===== src/rtl/bssd_pkg.sv =====
package bssd_pkg;

    // Limits applied to the channel and sample registers
    localparam int unsigned CH_LIM      = 256;
    localparam int unsigned SP_LIM      = 65536;

    // Gain table geometry
    localparam int unsigned GAIN_DEPTH  = 256;
    localparam int unsigned GAIN_W      = 32;

    // Job queue between the front and back ends
    localparam int unsigned QDEPTH      = 4;
    localparam int unsigned QPTR_W      = 2;
    localparam int unsigned QCNT_W      = 3;

    typedef enum logic [1:0] {
        CFG_CHANNEL_COUNT      = 2'd0,
        CFG_SAMPLES_PER_RECORD = 2'd1,
        CFG_EXTRA_SENSOR_COUNT = 2'd2,
        CFG_WIDE_SAMPLES       = 2'd3
    } cfg_idx_t;

    typedef enum logic {
        REQ_DATA = 1'b0,
        REQ_GAIN = 1'b1
    } req_t;

    typedef enum logic [1:0] {
        CLASS_ELECTRODE = 2'd0,
        CLASS_EXTRA     = 2'd1,
        CLASS_STATUS    = 2'd2
    } class_t;

    typedef struct packed {
        logic [7:0]          channel_index;
        logic [15:0]         sample_in_record;
        logic signed [23:0]  raw_sample;
        class_t              channel_class;
        logic                last_of_record;
        logic signed [31:0]  gain;
    } job_t;

endpackage


===== src/rtl/bssd_back.sv =====
module bssd_back (
    input  logic                  aclk,
    input  logic                  aresetn,
    input  logic                  q_valid,
    input  bssd_pkg::job_t        q_job,
    output logic                  q_pop,
    output logic                  m_tvalid,
    input  logic                  m_tready,
    output logic [7:0]            channel_index,
    output logic [15:0]           sample_in_record,
    output logic signed [23:0]    raw_sample,
    output logic signed [55:0]    scaled_sample,
    output bssd_pkg::class_t      channel_class,
    output logic                  last_of_record
);
    import bssd_pkg::*;

    logic                a_vld_reg;
    job_t                a_job_reg;
    logic signed [55:0]  a_prod_reg, a_prod_next;
    logic                o_vld_reg;
    job_t                o_job_reg;
    logic signed [55:0]  o_prod_reg;
    logic                a_adv, o_adv;

    assign o_adv = !o_vld_reg || m_tready;
    assign a_adv = !a_vld_reg || o_adv;
    assign q_pop = q_valid && a_adv;

    // |raw * gain| stays within 2^54, so the 56-bit product never needs clamping
    always_comb begin
        if (q_job.channel_class == CLASS_STATUS) begin
            a_prod_next = 56'(q_job.raw_sample);
        end else begin
            a_prod_next = $signed(q_job.raw_sample) * $signed(q_job.gain);
        end
    end

    always_ff @(posedge aclk) begin
        if (!aresetn) begin
            a_vld_reg <= 1'b0;
            o_vld_reg <= 1'b0;
        end else begin
            if (a_adv) begin
                a_vld_reg <= q_valid;
            end
            if (o_adv) begin
                o_vld_reg <= a_vld_reg;
            end
        end
    end

    always_ff @(posedge aclk) begin
        if (q_pop) begin
            a_job_reg  <= q_job;
            a_prod_reg <= a_prod_next;
        end
        if (o_adv && a_vld_reg) begin
            o_job_reg  <= a_job_reg;
            o_prod_reg <= a_prod_reg;
        end
    end

    assign m_tvalid         = o_vld_reg;
    assign channel_index    = o_job_reg.channel_index;
    assign sample_in_record = o_job_reg.sample_in_record;
    assign raw_sample       = o_job_reg.raw_sample;
    assign scaled_sample    = o_prod_reg;
    assign channel_class    = o_job_reg.channel_class;
    assign last_of_record   = o_job_reg.last_of_record;

endmodule


===== config.mk =====
export PLATFORM = sky130hd
export DESIGN_NAME = bssd_back
export DESIGN_NICKNAME = d
export VERILOG_FILES = /design/src/rtl/bssd_pkg.sv /design/src/rtl/bssd_back.sv
export SDC_FILE = /design/constraint.sdc
export NUM_CORES = 2
export LEC_CHECK = 0
export BUFFER_PORTS_ARGS = -buffer_cell sky130_fd_sc_hd__clkbuf_2
export CAP_MARGIN = 25
export CORE_ASPECT_RATIO = 0.5
export CORE_UTILIZATION = 50
export CTS_CLUSTER_SIZE = 10
export DETAILED_ROUTE_END_ITERATION = 8
export PLACE_DENSITY = 0.67
export SYNTH_ARGS = -nofsm -noshare
export SYNTH_HDL_FRONTEND = slang
export SYNTH_SLANG_ARGS = --single-unit

===== constraint.sdc =====
create_clock -name aclk -period 14.15 [get_ports aclk]
set_input_delay 2.1225 -clock aclk [delete_from_list [all_inputs] [get_ports aclk]]
set_output_delay 2.1225 -clock aclk [all_outputs]
set_load 0.02 [all_outputs]

==> impl_metrics.json <==
{
  "post-cts-setup-buffer-count": 0,
  "drcViolationCount": 0,
  "synth.distinct_cells": 58,
  "drt_first_iter_violations": 1446,
  "report.final.hold_viol_count": 0,
  "timing.reg2reg.worst_path_depth": 4,
  "synth-async-reset-ratio_pct": 0,
  "netlist.area_leader.share_pct": 46.1,
  "synth_sequential_area_ratio_pct": 19.0,
  "floorplan.core_area_um2": 67100,
  "die_width_um": 371,
  "grt_util_all_layers_pct": 25.8,
  "design.final.nets": 4393,
  "globalRoute.totalOverflow": 0,
  "cp-startpoint": "q_job[58]",
  "final_max_slew_viol_count": 0,
  "rsz_0062_raised_after_global_routing": "no",
  "ys_top_cells_by_area": "fa_1, edfxtp_1, inv_1",
  "grt_antenna_before_repair": 0,
  "vias": 22900,
  "required_time_of_the_worst_setup_path_ps": 14460,
  "die_area_um2": 69100,
  "critical_path.max_fanout": 26,
  "syn_to_final_growth_pct": 7.60,
  "min-delay-path-class": "register to register",
  "syn-mean-instance-area_um2": 10.4,
  "mappedNetlistArea_um2": 34000,
  "gp_congestion": 0.881,
  "detailedRoute.firstPassIterationCount": 5,
  "post_cts_resize_count": 0,
  "holdBufCountCts": 0,
  "ys_ff_latch": 216,
  "number_of_instances_on_the_worst_hold_path": 0,
  "clock_latency_at_the_later_pin_of_the_worst_skew_pair_ps": 590,
  "run_status": "completed",
  "synth_area_leader_cell": "fa_1",
  "grt_max_degree": 70,
  "min_period_over_period_pct": 70.1,
  "overall_routed_net_length_mm": 83.5,
  "avgViaCountPerCell": 5.36,
  "fin_worst_skew_ps": 35.4,
  "timing.max_cap.violations": 0,
  "max-clock-path-buffers": 3,
  "grt_pass1_wl_mm": 138,
  "cts.sinks": 216,
  "clockRootBuffer": "clkbuf_16",
  "setup-violations-final": 0,
  "final_period_minus_worst_setup_slack_ps": 9920,
  "die_height_um": 186,
  "fin_area_um2": 36600,
  "final_layout_size_suffix_gt1_share_pct": 8.12,
  "timing.setup.tns_ps": 0,
  "worstSetupStartpointType": "primary input",
  "worstReg2RegStart": "m_tvalid",
  "cts-htree-levels": 1,
  "synth_edf_count": 214,
  "first_global_vias": 25700,
  "synthTopCellsByCount": "fa_1, inv_1, nand2_1",
  "cts_buffer_count": 27,
  "tritoncts": "built",
  "antenna_violating_nets_post_route": 0,
  "post-dp-hpwl_mm": 63.7,
  "num_rows": 67,
  "total_placed_cells_including_tap_cells": 4241,
  "post_detailed_route_wirelength_per_cell_um": 19.5,
  "clk_pin_slew_worst_paths_ps": 50,
  "floorplan.io_pins": 196,
  "floorplan.initialDensity_pct": 50.7,
  "diodes": 0,
  "final_util_pct": 54.5,
  "count_of_mapped_cells_out_of_synthesis": 3277,
  "placement.cell_area_um2": 35700,
  "slew-limit-headroom_pct": 27.1,
  "cp_data_arrival_time_ps": 10230,
  "crit_type": "primary input to register",
  "port_buffers": 195,
  "synth_nets": 4297,
  "layout.cells.non_filler": 4284,
  "hp-start": "a_job_reg[78]",
  "synth_most_common_cell": "fa_1",
  "endpoint_kind": "register",
  "maxClockFrequency_mhz": 101,
  "yosys_warnings": 0,
  "ys_dominant_reg_cell": "edfxtp_1",
  "tightestPinTransition_ps": 1090
}
[placed cells by master, fill, tap and decap left out, drive strengths merged, types with 4 or more instances in the layout]
cell type and n:
a2111oi 5, a211oi 14, a21o 24, a21oi 60, a31oi 10, and2 361, and3 10, buf 26
clkbuf 232, edfxtp 214, fa 783, ha 150, inv 775, nand2 439, nand2b 9, nand3 15
nand4 5, nor2 59, nor2b 8, nor3 5, o211ai 5, o21a 7, o21ai 63, o21bai 8
or3 4, xnor2 25, xor2 29
[final timing paths]
kind / endpoint / slack [ps]
max: a_prod_reg[54] / 4230
min: channel_index[3] / 400
min reg2reg: channel_index[3] / 400
max reg2reg: a_job_reg[66] / 11570
[per-layer routing]
metal	up-vias	part of all wire, %	track usage (%)
li1	9868	-	-
met1	12100	38	31.7
met2	766	52	46.2
met3	206	4.9	2.41
met4	0	5.1	11.7
met5	-	0	0
[worst max-delay path, cell delays in order]
cell and delay, ps:
clkbuf_2 80, buf_4 310, clkinv_1 880, nor2_1 390
fa_1 490, fa_1 520, fa_1 430, fa_1 510
fa_1 450, fa_1 530, inv_1 60, fa_1 470
inv_1 40, ha_1 370, nand2_1 150, or4_1 600
a211oi_1 600, o21ai_1 270, a211oi_1 290, nor2_1 130
o2111a_1 250, a221o_1 260
[per-stage QoR]
step | hold slack, ps | worst slack (ps)
detailed placement | 405 | 3820
global placement | 400 | 3880
floorplan | 400 | 1670
CTS | 396 | 4390
finish | 401 | 4230
global route | 401 | 3980
[final cells by class]
class | count | area [um2]
tap | 897 | 1120
clock inverter | 6 | 128
multi-input combinational | 2132 | 24100
timing repair buffer | 221 | 1170
clock buffer | 37 | 713
sequential | 216 | 6470
fill | 5884 | 30500
inverter | 775 | 2910
[kinds of logic (layout without fill, tap and decap cells)]
group	after synthesis	after routing	synth area share (%)
compound gates	219	219	4.28
buf+inv	929	1039	10.3
simple gates	926	926	13.4
xor+xnor	54	54	1.39
flops	216	216	19.0
fa+ha+maj	933	933	51.6
Power is left out: the tool's default activity adds up to more than one toggle a clock period on the data nets, which glitch-free logic cannot reach.
