**config.mk**
```make
export PLATFORM = sky130hd
export DESIGN_NAME = bssd_queue
export DESIGN_NICKNAME = d
export VERILOG_FILES = /design/src/rtl/bssd_pkg.sv /design/src/rtl/bssd_queue.sv
export SDC_FILE = /design/constraint.sdc
export NUM_CORES = 1
export LEC_CHECK = 0
export ABC_AREA = 1
export BUFFER_PORTS_ARGS = -buffer_cell sky130_fd_sc_hd__buf_2
export CORE_ASPECT_RATIO = 1.1
export CORE_MARGIN = 2
export CORE_UTILIZATION = 49
export CTS_BUF_LIST = sky130_fd_sc_hd__clkbuf_8
export DETAILED_ROUTE_END_ITERATION = 7
export PLACE_DENSITY = 0.7
export SETUP_SLACK_MARGIN = 0.05
export SLEW_MARGIN = 10
export SYNTH_ARGS = -nofsm -noshare
export SYNTH_HDL_FRONTEND = slang
export SYNTH_SLANG_ARGS = --single-unit
```
**constraint.sdc**
```tcl
create_clock -name aclk -period 3.9 [get_ports aclk]
set_input_delay 0.195 -clock aclk [delete_from_list [all_inputs] [get_ports aclk]]
set_output_delay 0.195 -clock aclk [all_outputs]
set_load 0.03 [all_outputs]
```
**src/rtl/bssd_pkg.sv**
```systemverilog
package bssd_pkg;

    // Limits applied to the channel and sample registers
    localparam int unsigned CH_LIM      = 256;
    localparam int unsigned SP_LIM      = 65536;

    // Gain table geometry
    localparam int unsigned GAIN_DEPTH  = 256;
    localparam int unsigned GAIN_W      = 32;

    // Job queue between the front and back ends
    localparam int unsigned QDEPTH      = 4;
    localparam int unsigned QPTR_W      = 2;
    localparam int unsigned QCNT_W      = 3;

    typedef enum logic [1:0] {
        CFG_CHANNEL_COUNT      = 2'd0,
        CFG_SAMPLES_PER_RECORD = 2'd1,
        CFG_EXTRA_SENSOR_COUNT = 2'd2,
        CFG_WIDE_SAMPLES       = 2'd3
    } cfg_idx_t;

    typedef enum logic {
        REQ_DATA = 1'b0,
        REQ_GAIN = 1'b1
    } req_t;

    typedef enum logic [1:0] {
        CLASS_ELECTRODE = 2'd0,
        CLASS_EXTRA     = 2'd1,
        CLASS_STATUS    = 2'd2
    } class_t;

    typedef struct packed {
        logic [7:0]          channel_index;
        logic [15:0]         sample_in_record;
        logic signed [23:0]  raw_sample;
        class_t              channel_class;
        logic                last_of_record;
        logic signed [31:0]  gain;
    } job_t;

endpackage

```
**src/rtl/bssd_queue.sv**
```systemverilog
module bssd_queue (
    input  logic                          aclk,
    input  logic                          aresetn,
    input  logic                          push,
    input  bssd_pkg::job_t                push_job,
    input  logic                          pop,
    output logic                          head_valid,
    output bssd_pkg::job_t                head_job,
    output logic [bssd_pkg::QCNT_W-1:0]   count
);
    import bssd_pkg::*;

    job_t                mem_reg [QDEPTH];
    logic [QPTR_W-1:0]   wr_ptr_reg, rd_ptr_reg;
    logic [QCNT_W-1:0]   count_reg, count_next;

    assign count_next = count_reg + QCNT_W'(push) - QCNT_W'(pop);

    always_ff @(posedge aclk) begin
        if (!aresetn) begin
            wr_ptr_reg <= '0;
            rd_ptr_reg <= '0;
            count_reg  <= '0;
        end else begin
            if (push) begin
                wr_ptr_reg <= wr_ptr_reg + QPTR_W'(1);
            end
            if (pop) begin
                rd_ptr_reg <= rd_ptr_reg + QPTR_W'(1);
            end
            count_reg <= count_next;
        end
    end

    always_ff @(posedge aclk) begin
        if (push) begin
            mem_reg[wr_ptr_reg] <= push_job;
        end
    end

    assign head_valid = count_reg != '0;
    assign head_job   = mem_reg[rd_ptr_reg];
    assign count      = count_reg;

`ifndef SYNTHESIS
    assert property (@(posedge aclk) disable iff (!aresetn)
        push |-> (count_reg != QCNT_W'(QDEPTH)) || pop)
        else $error("push into a full queue");
    assert property (@(posedge aclk) disable iff (!aresetn)
        pop |-> count_reg != '0)
        else $error("pop from an empty queue");
    assert property (@(posedge aclk) disable iff (!aresetn)
        count_reg <= QCNT_W'(QDEPTH))
        else $error("queue level past its depth");
`endif

endmodule

```
==> impl_metrics.env, run 1 <==
export IMPL_start_util=0.497
export IMPL_synthAdderAreaFrac=0.00734
export IMPL_synth_cell_type_count=20
export IMPL_dp_hpwl_um=13600
export IMPL_worst_path_max_delay_cell="inv_4"
export IMPL_grt_max_degree=168
export IMPL_outcome="finished, final reports clean"
export IMPL_antenna_found_initial=0
export IMPL_viasPerCell=5.10
export IMPL_postSynthCellCount=943
export IMPL_rows=62
export IMPL_worstHoldPathType="primary input to flip-flop"
export IMPL_cts_repair_resized=0
export IMPL_vias=8140
export IMPL_area_growth_pct=22.3
export IMPL_max_clock_freq_mhz=358
export IMPL_yosys_area_share_simple=0.0761
export IMPL_rsz0062_at_grt="false"
export IMPL_post_route_period_util=0.716
export IMPL_fin_cells=1597
export IMPL_clock_sinks=341
export IMPL_pwr_share_seq=0.543
export IMPL_clock_path_buffers=3
export IMPL_drive_gt1_frac=0.211
export IMPL_p_clk_frac=0.326
export IMPL_final_common_cell="edfxtp_1"
export IMPL_synthXorXnorAreaFrac=0
export IMPL_power_total_uw=7800
export IMPL_timing_final_ws_setup_ns=1.11
export IMPL_ir_worst_vdd_mv=0.306
export IMPL_p_int_uw=5790
export IMPL_ctsHtreeMaxLevel=2
export IMPL_place_ws_ns=1.65
export IMPL_switchingPower_uw=2010
export IMPL_cp_max_fo=96
export IMPL_clk_latency_ns=0.56
export IMPL_hold_viol_final=0
export IMPL_ioPinCount=174
export IMPL_leakagePower_uw=0.00575
export IMPL_syn_mean_instance_area_um2=13.7
export IMPL_synth_seq_area_share=0.783
export IMPL_syn_nets=1037
export IMPL_dieArea_mm2=0.0278
export IMPL_finalCriticalPeriod_ns=2.79
export IMPL_finalWirelength_um=26200
export IMPL_wire_per_inst_um=16.4
export IMPL_grtUsageTotal=0.186
export IMPL_grt_pass1_wl_um=41400
export IMPL_critPathMostFrequentCell="o21ai_0"
export IMPL_portBuffers=173
export IMPL_dr_pass1_iters=4
export IMPL_crit_arrival_ns=2.60
export IMPL_cp_start_kind="flip-flop"
export IMPL_p_comb_frac=0.132
export IMPL_synth_compound_area_frac=0.103
export IMPL_worst_path_buf_inv=3
export IMPL_dieHeight_um=175
export IMPL_finalSetupTns_ns=0
export IMPL_muxShareOfSynthArea=0
export IMPL_cts_root_buf="clkbuf_8"
export IMPL_switching_share=0.258
export IMPL_maxCapViolCount=0
export IMPL_p_per_area_mw_per_mm2=492
export IMPL_drcViolationCount=0
export IMPL_slew_headroom=0.335
export IMPL_critical_path_top_delay_family="buffers and inverters"
export IMPL_place_gp_congestion=0.711
export IMPL_cts_buffers=53
export IMPL_overflow=0
export IMPL_final_core_util=0.608
export IMPL_slew_violations=0
export IMPL_synth_seq_cells=341
export IMPL_cts_tree="yes"
export IMPL_dp_cells=1425
export IMPL_final_cell_mix="edfxtp_1, nor2_1, buf_2, o21ai_0, o21ai_1"
export IMPL_finalSetupViolCount=0
export IMPL_clk_pin_slew_ns=0.06
export IMPL_antennaDiodeCount=0
export IMPL_worstSetupPathType="flip-flop to output pin"
export IMPL_antenna_left=0
export IMPL_end_kind="output pin"
export IMPL_required_ns=3.70
export IMPL_first_iter_violations=565
export IMPL_worst_pin_slew_ns=0.998
export IMPL_fin_worst_skew_ns=0.0153
export IMPL_crit_chain="inv_4, buf_4, o21ai_0, o21ai_0, buf_2"
export IMPL_synth_top_family_by_area="compound AO/OA/AOI/OAI gates"
export IMPL_core_area_mm2=0.0261
export IMPL_slowest_delay_ns=0.71
export IMPL_ys_warn_count=0
export IMPL_grt_pass1_vias=8264
export IMPL_synth_area_mm2=0.0130
export IMPL_fin_nets=1308
export IMPL_die_w_um=159
export IMPL_largest_reg_flops=332
-- repair_timing --
action | in CTS | in global routing
setup buffers | 0 | 0
setup endpoints to repair | 0 | 0
hold buffers | 86 | 0
hold endpoints to repair | 341 | 0
-- cell type report --
cell class              instances  area (um^2)
clock buffers                  55          757
clock inverters                31          126
fillers                      2051        10200
inverters                      20         90.1
multi-input cells             527         2410
flip-flops and latches        341        10200
well taps                     352          440
repair buffers                271         1880
-- cell usage after synthesis (all sizes together) --
cell type  instances  share of area
a21oi              5         0.0019
buf               34          0.019
clkbuf            21         0.0062
dfxtp              9          0.014
edfxtp           332           0.77
fa                 1         0.0015
ha                 6         0.0058
inv               20         0.0060
nand2             11         0.0032
nand3              2        0.00077
nor2             249          0.072
o21ai            253           0.10
-- per-layer routing --
metal,global-route usage,wire [um]
met1,0.235,11200
met3,0.0446,1550
met2,0.315,12800
met4,0.0663,655
met5,0,0
-- per-stage QoR --
step,area [um^2],hold slack (ns)
global placement,14100,0.409
CTS,15900,0.341
finish,15900,0.387
detailed placement,14100,0.409
floorplan,13000,0.288
global route,15900,0.372
-- path summary, 6_finish.rpt --
path                              startpoint                       end  slack (ns)  cells after the start
setup / recovery                   flip-flop              head_job[22]        1.11                      5
hold / removal                  push_job[69]  mem_reg[0][69]$_DFFE_PP_        0.39                      2
setup reg to reg  wr_ptr_reg[1]$_SDFFE_PN0P_  mem_reg[1][21]$_DFFE_PP_        1.90                      5
hold reg to reg   rd_ptr_reg[1]$_SDFFE_PN0P_                 flip-flop        0.48                      1
-- cells by family (layout without fill, tap and decap cells) --
| logic type | count (synthesis) | after routing |
|---|---|---|
| compound gates | 258 | 258 |
| fa+ha+maj | 7 | 7 |
| buf+inv | 75 | 377 |
| flops | 341 | 341 |
| simple gates | 262 | 262 |
-- power by group through the flow --
stage	logic, uW	clock network (uW)	registers (uW)
2_1_floorplan	632	0	4320
3_3_place_gp	947	0	4300
3_5_place_dp	967	0	4310
4_1_cts	1040	2610	4230
5_1_grt	1120	2750	4240
6_report	1030	2540	4230
Power figures use the tool's default switching activity.
==> run 2, diff against run 1 <==
==> constraint.sdc (replaced) <==
create_clock -name aclk -period 2.7 [get_ports aclk]
set_input_delay 0.135 -clock aclk [delete_from_list [all_inputs] [get_ports aclk]]
set_output_delay 0.135 -clock aclk [all_outputs]
set_load 0.03 [all_outputs]
==> run 2 against run 1 <==
- combinational power increased by 48%
- highest routed layer unchanged
- worst setup slack got worse by 0.84 ns
- largest cell class unchanged
- sequential share of layout area shrank 0.47 points
- global-route usage grew 0.32 points
- largest power group unchanged
- register-to-register slack lost 1.0 ns
- design area is 0.73% higher
- sequential power rose by 44%
==> impl_metrics.env, run 2 (same netlist as run 1, synthesis figures left out) <==
export IMPL_place_gp_congestion=0.743
export IMPL_ioPinCount=174
export IMPL_clk_latency_ns=0.57
export IMPL_worstSetupPathType="flip-flop to output pin"
export IMPL_fillers=2028
export IMPL_cts_buffers=51
export IMPL_clock_sinks=341
export IMPL_switching_share=0.264
export IMPL_wire_per_inst_um=16.5
export IMPL_finalWirelength_um=26600
export IMPL_fin_nets=1311
export IMPL_min_path_cells=2
export IMPL_leakagePower_uw=0.00585
export IMPL_post_cts_repair_setup_buffers=0
export IMPL_rows=62
export IMPL_grtUsageTotal=0.189
export IMPL_maxCapViolCount=0
export IMPL_slew_headroom=0.483
export IMPL_postCtsHoldBufs=86
export IMPL_crit_arrival_ns=2.30
export IMPL_finalSetupTns_ns=0
export IMPL_dieArea_mm2=0.0278
export IMPL_dp_hpwl_um=14900
export IMPL_ir_worst_vdd_mv=0.401
export IMPL_area_growth_pct=23.2
export IMPL_post_route_period_util=0.901
export IMPL_finalSetupViolCount=0
export IMPL_min_delay_start="push_job[75]"
export IMPL_critPathMostFrequentCell="nor2_1"
export IMPL_place_ws_ns=0.847
export IMPL_reg2reg_from="wr_ptr_reg[1]$_SDFFE_PN0P_"
export IMPL_holdWs_ns=0.307
export IMPL_p_clk_frac=0.327
export IMPL_cts_root_buf="clkbuf_8"
export IMPL_multi_input_area_mm2=0.00241
export IMPL_slowest_delay_ns=0.56
export IMPL_reg2reg_to="mem_reg[1][20]$_DFFE_PP_"
export IMPL_rsz0062_at_grt="false"
export IMPL_min_to="mem_reg[3][75]$_DFFE_PP_"
export IMPL_fin_worst_skew_ns=0.0208
export IMPL_cp_start_kind="flip-flop"
export IMPL_r2r_slack_ns=0.89
export IMPL_final_cell_mix="edfxtp_1, nor2_1, buf_2, o21ai_0, o21ai_1"
export IMPL_viasPerCell=5.05
export IMPL_timing_final_ws_setup_ns=0.266
export IMPL_clock_path_buffers=3
export IMPL_largest_reg_flops=332
export IMPL_finalCriticalPeriod_ns=2.43
export IMPL_max_clock_freq_mhz=411
export IMPL_overflow=0
export IMPL_p_comb_frac=0.134
export IMPL_final_common_cell="edfxtp_1"
export IMPL_antenna_found_initial=2
export IMPL_slew_violations=0
export IMPL_pwr_share_seq=0.539
export IMPL_outcome="finished, final reports clean"
export IMPL_antenna_left=0
export IMPL_die_w_um=159
export IMPL_clk_pin_slew_ns=0.06
export IMPL_vias=8140
export IMPL_hold_viol_final=0
export IMPL_first_iter_violations=615
export IMPL_cp_max_fo=167
export IMPL_ctsHtreeMaxLevel=2
export IMPL_worst_pin_slew_ns=0.775
export IMPL_drcViolationCount=0
export IMPL_end_kind="output pin"
export IMPL_required_ns=2.57
export IMPL_reg2reg_depth=5
export IMPL_core_area_mm2=0.0261
export IMPL_grt_pass1_vias=8074
export IMPL_worst_path_max_delay_cell="buf_12"
export IMPL_grt_max_degree=168
export IMPL_grt_pass1_wl_um=41900
export IMPL_cts_repair_resized=0
export IMPL_worstHoldPathType="primary input to flip-flop"
export IMPL_register_area_mm2=0.0102
export IMPL_crit_chain="buf_12, nor2_1, nor2_1, o21ai_0, o21ai_1, buf_2"
export IMPL_cts_tree="yes"
export IMPL_dieHeight_um=175
export IMPL_switchingPower_uw=2990
export IMPL_p_int_uw=8350
export IMPL_drive_gt1_frac=0.212
export IMPL_portBuffers=173
export IMPL_p_per_area_mw_per_mm2=709
export IMPL_start_util=0.497
export IMPL_dr_pass1_iters=5
[run 2: critical path, delay by kind of cell, from the launching register on]
| family | cells | cell delay, ns |
|---|---|---|
| compound gates | 2 | 0.24 |
| flops | 1 | 0.37 |
| buf+inv | 2 | 0.80 |
| simple gates | 2 | 0.23 |
[run 2: how the worst max path moves through the flow]
stage / startpoint / end / cells past startpoint
6_report: flip-flop / head_job[14] / 6
2_1_floorplan: wr_ptr_reg[0]$_SDFFE_PN0P_ / mem_reg[2][0]$_DFFE_PP_ / 4
3_5_place_dp: flip-flop / head_job[55] / 6
4_1_cts: flip-flop / head_job[55] / 6
5_1_grt: flip-flop / head_job[35] / 6
3_3_place_gp: flip-flop / head_job[2] / 6
[run 2: layout make-up]
cell class | instances | share of cell area
Antenna cell | 2 | 0.000313
Clock buffer | 53 | 0.0457
Clock inverter | 40 | 0.0111
Inverter | 20 | 0.00564
Multi-Input combinational cell | 527 | 0.151
Sequential cell | 341 | 0.636
Tap cell | 352 | 0.0276
Timing Repair Buffer | 276 | 0.123
[run 2: power groups by stage]
stage	clock (uW)	sequential (uW)	combinational, uW
floorplan	0	6250	913
global placement	0	6210	1400
detailed placement	0	6220	1430
CTS	3800	6110	1530
global route	4000	6120	1650
finish	3710	6110	1520
[run 2: per-stage QoR]
stage,util,std cells,area [um^2],power (uW)
after floorplan,-,943,13000,7160
after global placement,0.545,1430,14200,7620
after detailed placement,0.545,1430,14200,7650
after CTS,0.613,1609,16000,11400
after global routing,0.613,1611,16000,11800
final,0.613,1611,16000,11300
[run 2: routing by layer]
metal,global-route usage,part of all wire
met1,0.256,0.44
met2,0.306,0.47
met3,0.0380,0.062
met4,0.0701,0.025
met5,0,0
==> run 3, diff against run 2 <==
--- a/config.mk
+++ b/config.mk
@@ -7,12 +7,15 @@
 export LEC_CHECK = 0
 export ABC_AREA = 1
 export BUFFER_PORTS_ARGS = -buffer_cell sky130_fd_sc_hd__buf_2
+export CELL_PAD_IN_SITES_DETAIL_PLACEMENT = 1
+export CELL_PAD_IN_SITES_GLOBAL_PLACEMENT = 2
 export CORE_ASPECT_RATIO = 1.1
 export CORE_MARGIN = 2
-export CORE_UTILIZATION = 49
+export CORE_UTILIZATION = 41
 export CTS_BUF_LIST = sky130_fd_sc_hd__clkbuf_8
+export CTS_CLUSTER_SIZE = 30
 export DETAILED_ROUTE_END_ITERATION = 7
-export PLACE_DENSITY = 0.7
+export PLACE_DENSITY_LB_ADDON = 0.1
 export SETUP_SLACK_MARGIN = 0.05
 export SLEW_MARGIN = 10
 export SYNTH_ARGS = -nofsm -noshare
==> run 3 against run 2 <==
- critical path depth shrank 2
- design area rose by 1.4%
- maximum frequency decreased by 2.4%
==> impl_metrics.env, run 3 (same netlist as run 1, synthesis figures left out) <==
export IMPL_worstSetupPathType="flip-flop to output pin"
export IMPL_crit_arrival_ns=2.36
export IMPL_overflow=0
export IMPL_clk_latency_ns=0.56
export IMPL_max_clock_freq_mhz=401
export IMPL_outcome="finished, final reports clean"
export IMPL_worstHoldPathType="primary input to flip-flop"
export IMPL_fin_worst_skew_ns=0.0146
export IMPL_min_to="mem_reg[2][16]$_DFFE_PP_"
export IMPL_antenna_left=0
export IMPL_cp_start_kind="flip-flop"
export IMPL_ir_worst_vdd_mv=0.438
export IMPL_clk_pin_slew_ns=0.06
export IMPL_grtUsageTotal=0.180
export IMPL_final_common_cell="edfxtp_1"
export IMPL_maxCapViolCount=0
export IMPL_vias=8295
export IMPL_die_w_um=174
export IMPL_area_growth_pct=25.0
export IMPL_portBuffers=173
export IMPL_largest_reg_flops=332
export IMPL_post_cts_repair_setup_buffers=0
export IMPL_fin_cells=1687
export IMPL_grt_max_degree=87
export IMPL_drcViolationCount=0
export IMPL_reg2reg_from="wr_ptr_reg[0]$_SDFFE_PN0P_"
export IMPL_finalWirelength_um=29700
export IMPL_required_ns=2.57
export IMPL_rows=68
export IMPL_r2r_slack_ns=0.94
export IMPL_antenna_found_initial=2
export IMPL_finalCriticalPeriod_ns=2.49
export IMPL_viasPerCell=4.92
export IMPL_worst_pin_slew_ns=0.606
export IMPL_reg2reg_depth=5
export IMPL_final_cell_mix="edfxtp_1, nor2_1, buf_2, o21ai_0, o21ai_1"
export IMPL_post_route_period_util=0.924
export IMPL_finalSetupViolCount=0
export IMPL_ctsHtreeMaxLevel=2
export IMPL_reg2reg_to="mem_reg[2][18]$_DFFE_PP_"
export IMPL_grt_pass1_vias=8733
export IMPL_grt_pass1_wl_um=46700
export IMPL_min_delay_start="push_job[16]"
export IMPL_timing_final_ws_setup_ns=0.206
export IMPL_ioPinCount=174
export IMPL_dp_hpwl_um=17800
export IMPL_cts_root_buf="clkbuf_8"
export IMPL_dieHeight_um=190
export IMPL_cts_tree="yes"
export IMPL_clock_sinks=341
export IMPL_cp_max_fo=86
export IMPL_cts_buffers=54
export IMPL_first_iter_violations=452
export IMPL_dieArea_mm2=0.0331
export IMPL_end_kind="output pin"
export IMPL_wire_per_inst_um=17.6
export IMPL_min_path_cells=2
export IMPL_p_per_area_mw_per_mm2=718
export IMPL_rsz0062_at_grt="false"
export IMPL_place_gp_congestion=0.741
export IMPL_clock_path_buffers=3
export IMPL_hold_viol_final=0
export IMPL_slew_violations=0
export IMPL_slew_headroom=0.596
export IMPL_fillers=3257
export IMPL_dr_pass1_iters=4
export IMPL_power_total_uw=11600
export IMPL_start_util=0.415
export IMPL_place_ws_ns=0.705
export IMPL_finalSetupTns_ns=0
export IMPL_leakagePower_uw=0.00590
export IMPL_drive_gt1_frac=0.221
export IMPL_core_area_mm2=0.0312
export IMPL_fin_nets=1321
export IMPL_dp_cells=1505
[run 3: changes by cell type in the layout (fill, tap and decap cells not counted)]
cell,before,now
buf_12,9,11
inv_4,6,5
clkinv_1,14,15
buf_4,8,13
bufinv_16,0,2
inv_6,0,1
inv_1,34,27
inv_8,1,0
clkinv_2,3,7
clkinvlp_4,1,2
clkinv_8,1,0
clkbuf_8,53,55
[run 3: area by class of cell]
type | count | area, um^2 | share of cell area
Antenna cell | 2 | 5.00 | 0.000309
Clock buffer | 55 | 757 | 0.0467
Clock inverter | 39 | 215 | 0.0133
Inverter | 20 | 92.6 | 0.00571
Multi-Input combinational cell | 527 | 2410 | 0.149
Sequential cell | 341 | 10200 | 0.627
Tap cell | 420 | 526 | 0.0324
Timing Repair Buffer | 283 | 2040 | 0.126
[run 3: worst max path at each step]
stage / startpoint / cells after the start / endpoint
2_1_floorplan: wr_ptr_reg[0]$_SDFFE_PN0P_ / 4 / mem_reg[2][0]$_DFFE_PP_
3_3_place_gp: flip-flop / 5 / head_job[77]
3_5_place_dp: flip-flop / 5 / head_job[77]
4_1_cts: flip-flop / 5 / head_job[77]
5_1_grt: flip-flop / 5 / head_job[77]
6_report: flip-flop / 4 / head_job[9]
[run 3: per-layer routing]
metal,vias to the layer above,routed length [um],track usage
met1,4083,12800,0.225
met3,63,1260,0.0357
li1,3976,-,-
met2,173,14800,0.311
met4,0,876,0.0694
met5,-,0,0
[run 3: timing repair]
| item | CTS | global route |
|---|---|---|
| hold buffers | 86 | 0 |
| endpoints found under the setup margin | 0 | 5 |
| endpoints found under the hold margin | 341 | 0 |
| gates resized for setup | 0 | 1 |
[run 3: through the flow]
| stage | util | hold slack [ns] | area (um^2) |
|---|---|---|---|
| finish | 0.519 | 0.313 | 16200 |
| detailed placement | 0.460 | 0.352 | 14400 |
| floorplan | - | 0.228 | 13000 |
| global route | 0.519 | 0.291 | 16200 |
| CTS | 0.519 | 0.275 | 16200 |
| global placement | 0.460 | 0.351 | 14400 |
[run 3: worst max-delay path, stage by stage, from the launching register on]
cell and delay [ns]:
dfxtp_4 0.58, buf_12 0.39, nor2_1 0.09, o21ai_0 0.43, buf_2 0.29
[run 3: power by group]
part | total [uW] | switching [uW] | internal (uW)
sequential | 6120 | 65.9 | 6050
combinational | 1540 | 1060 | 478
clock | 3970 | 1900 | 2070
total | 11600 | 3030 | 8610
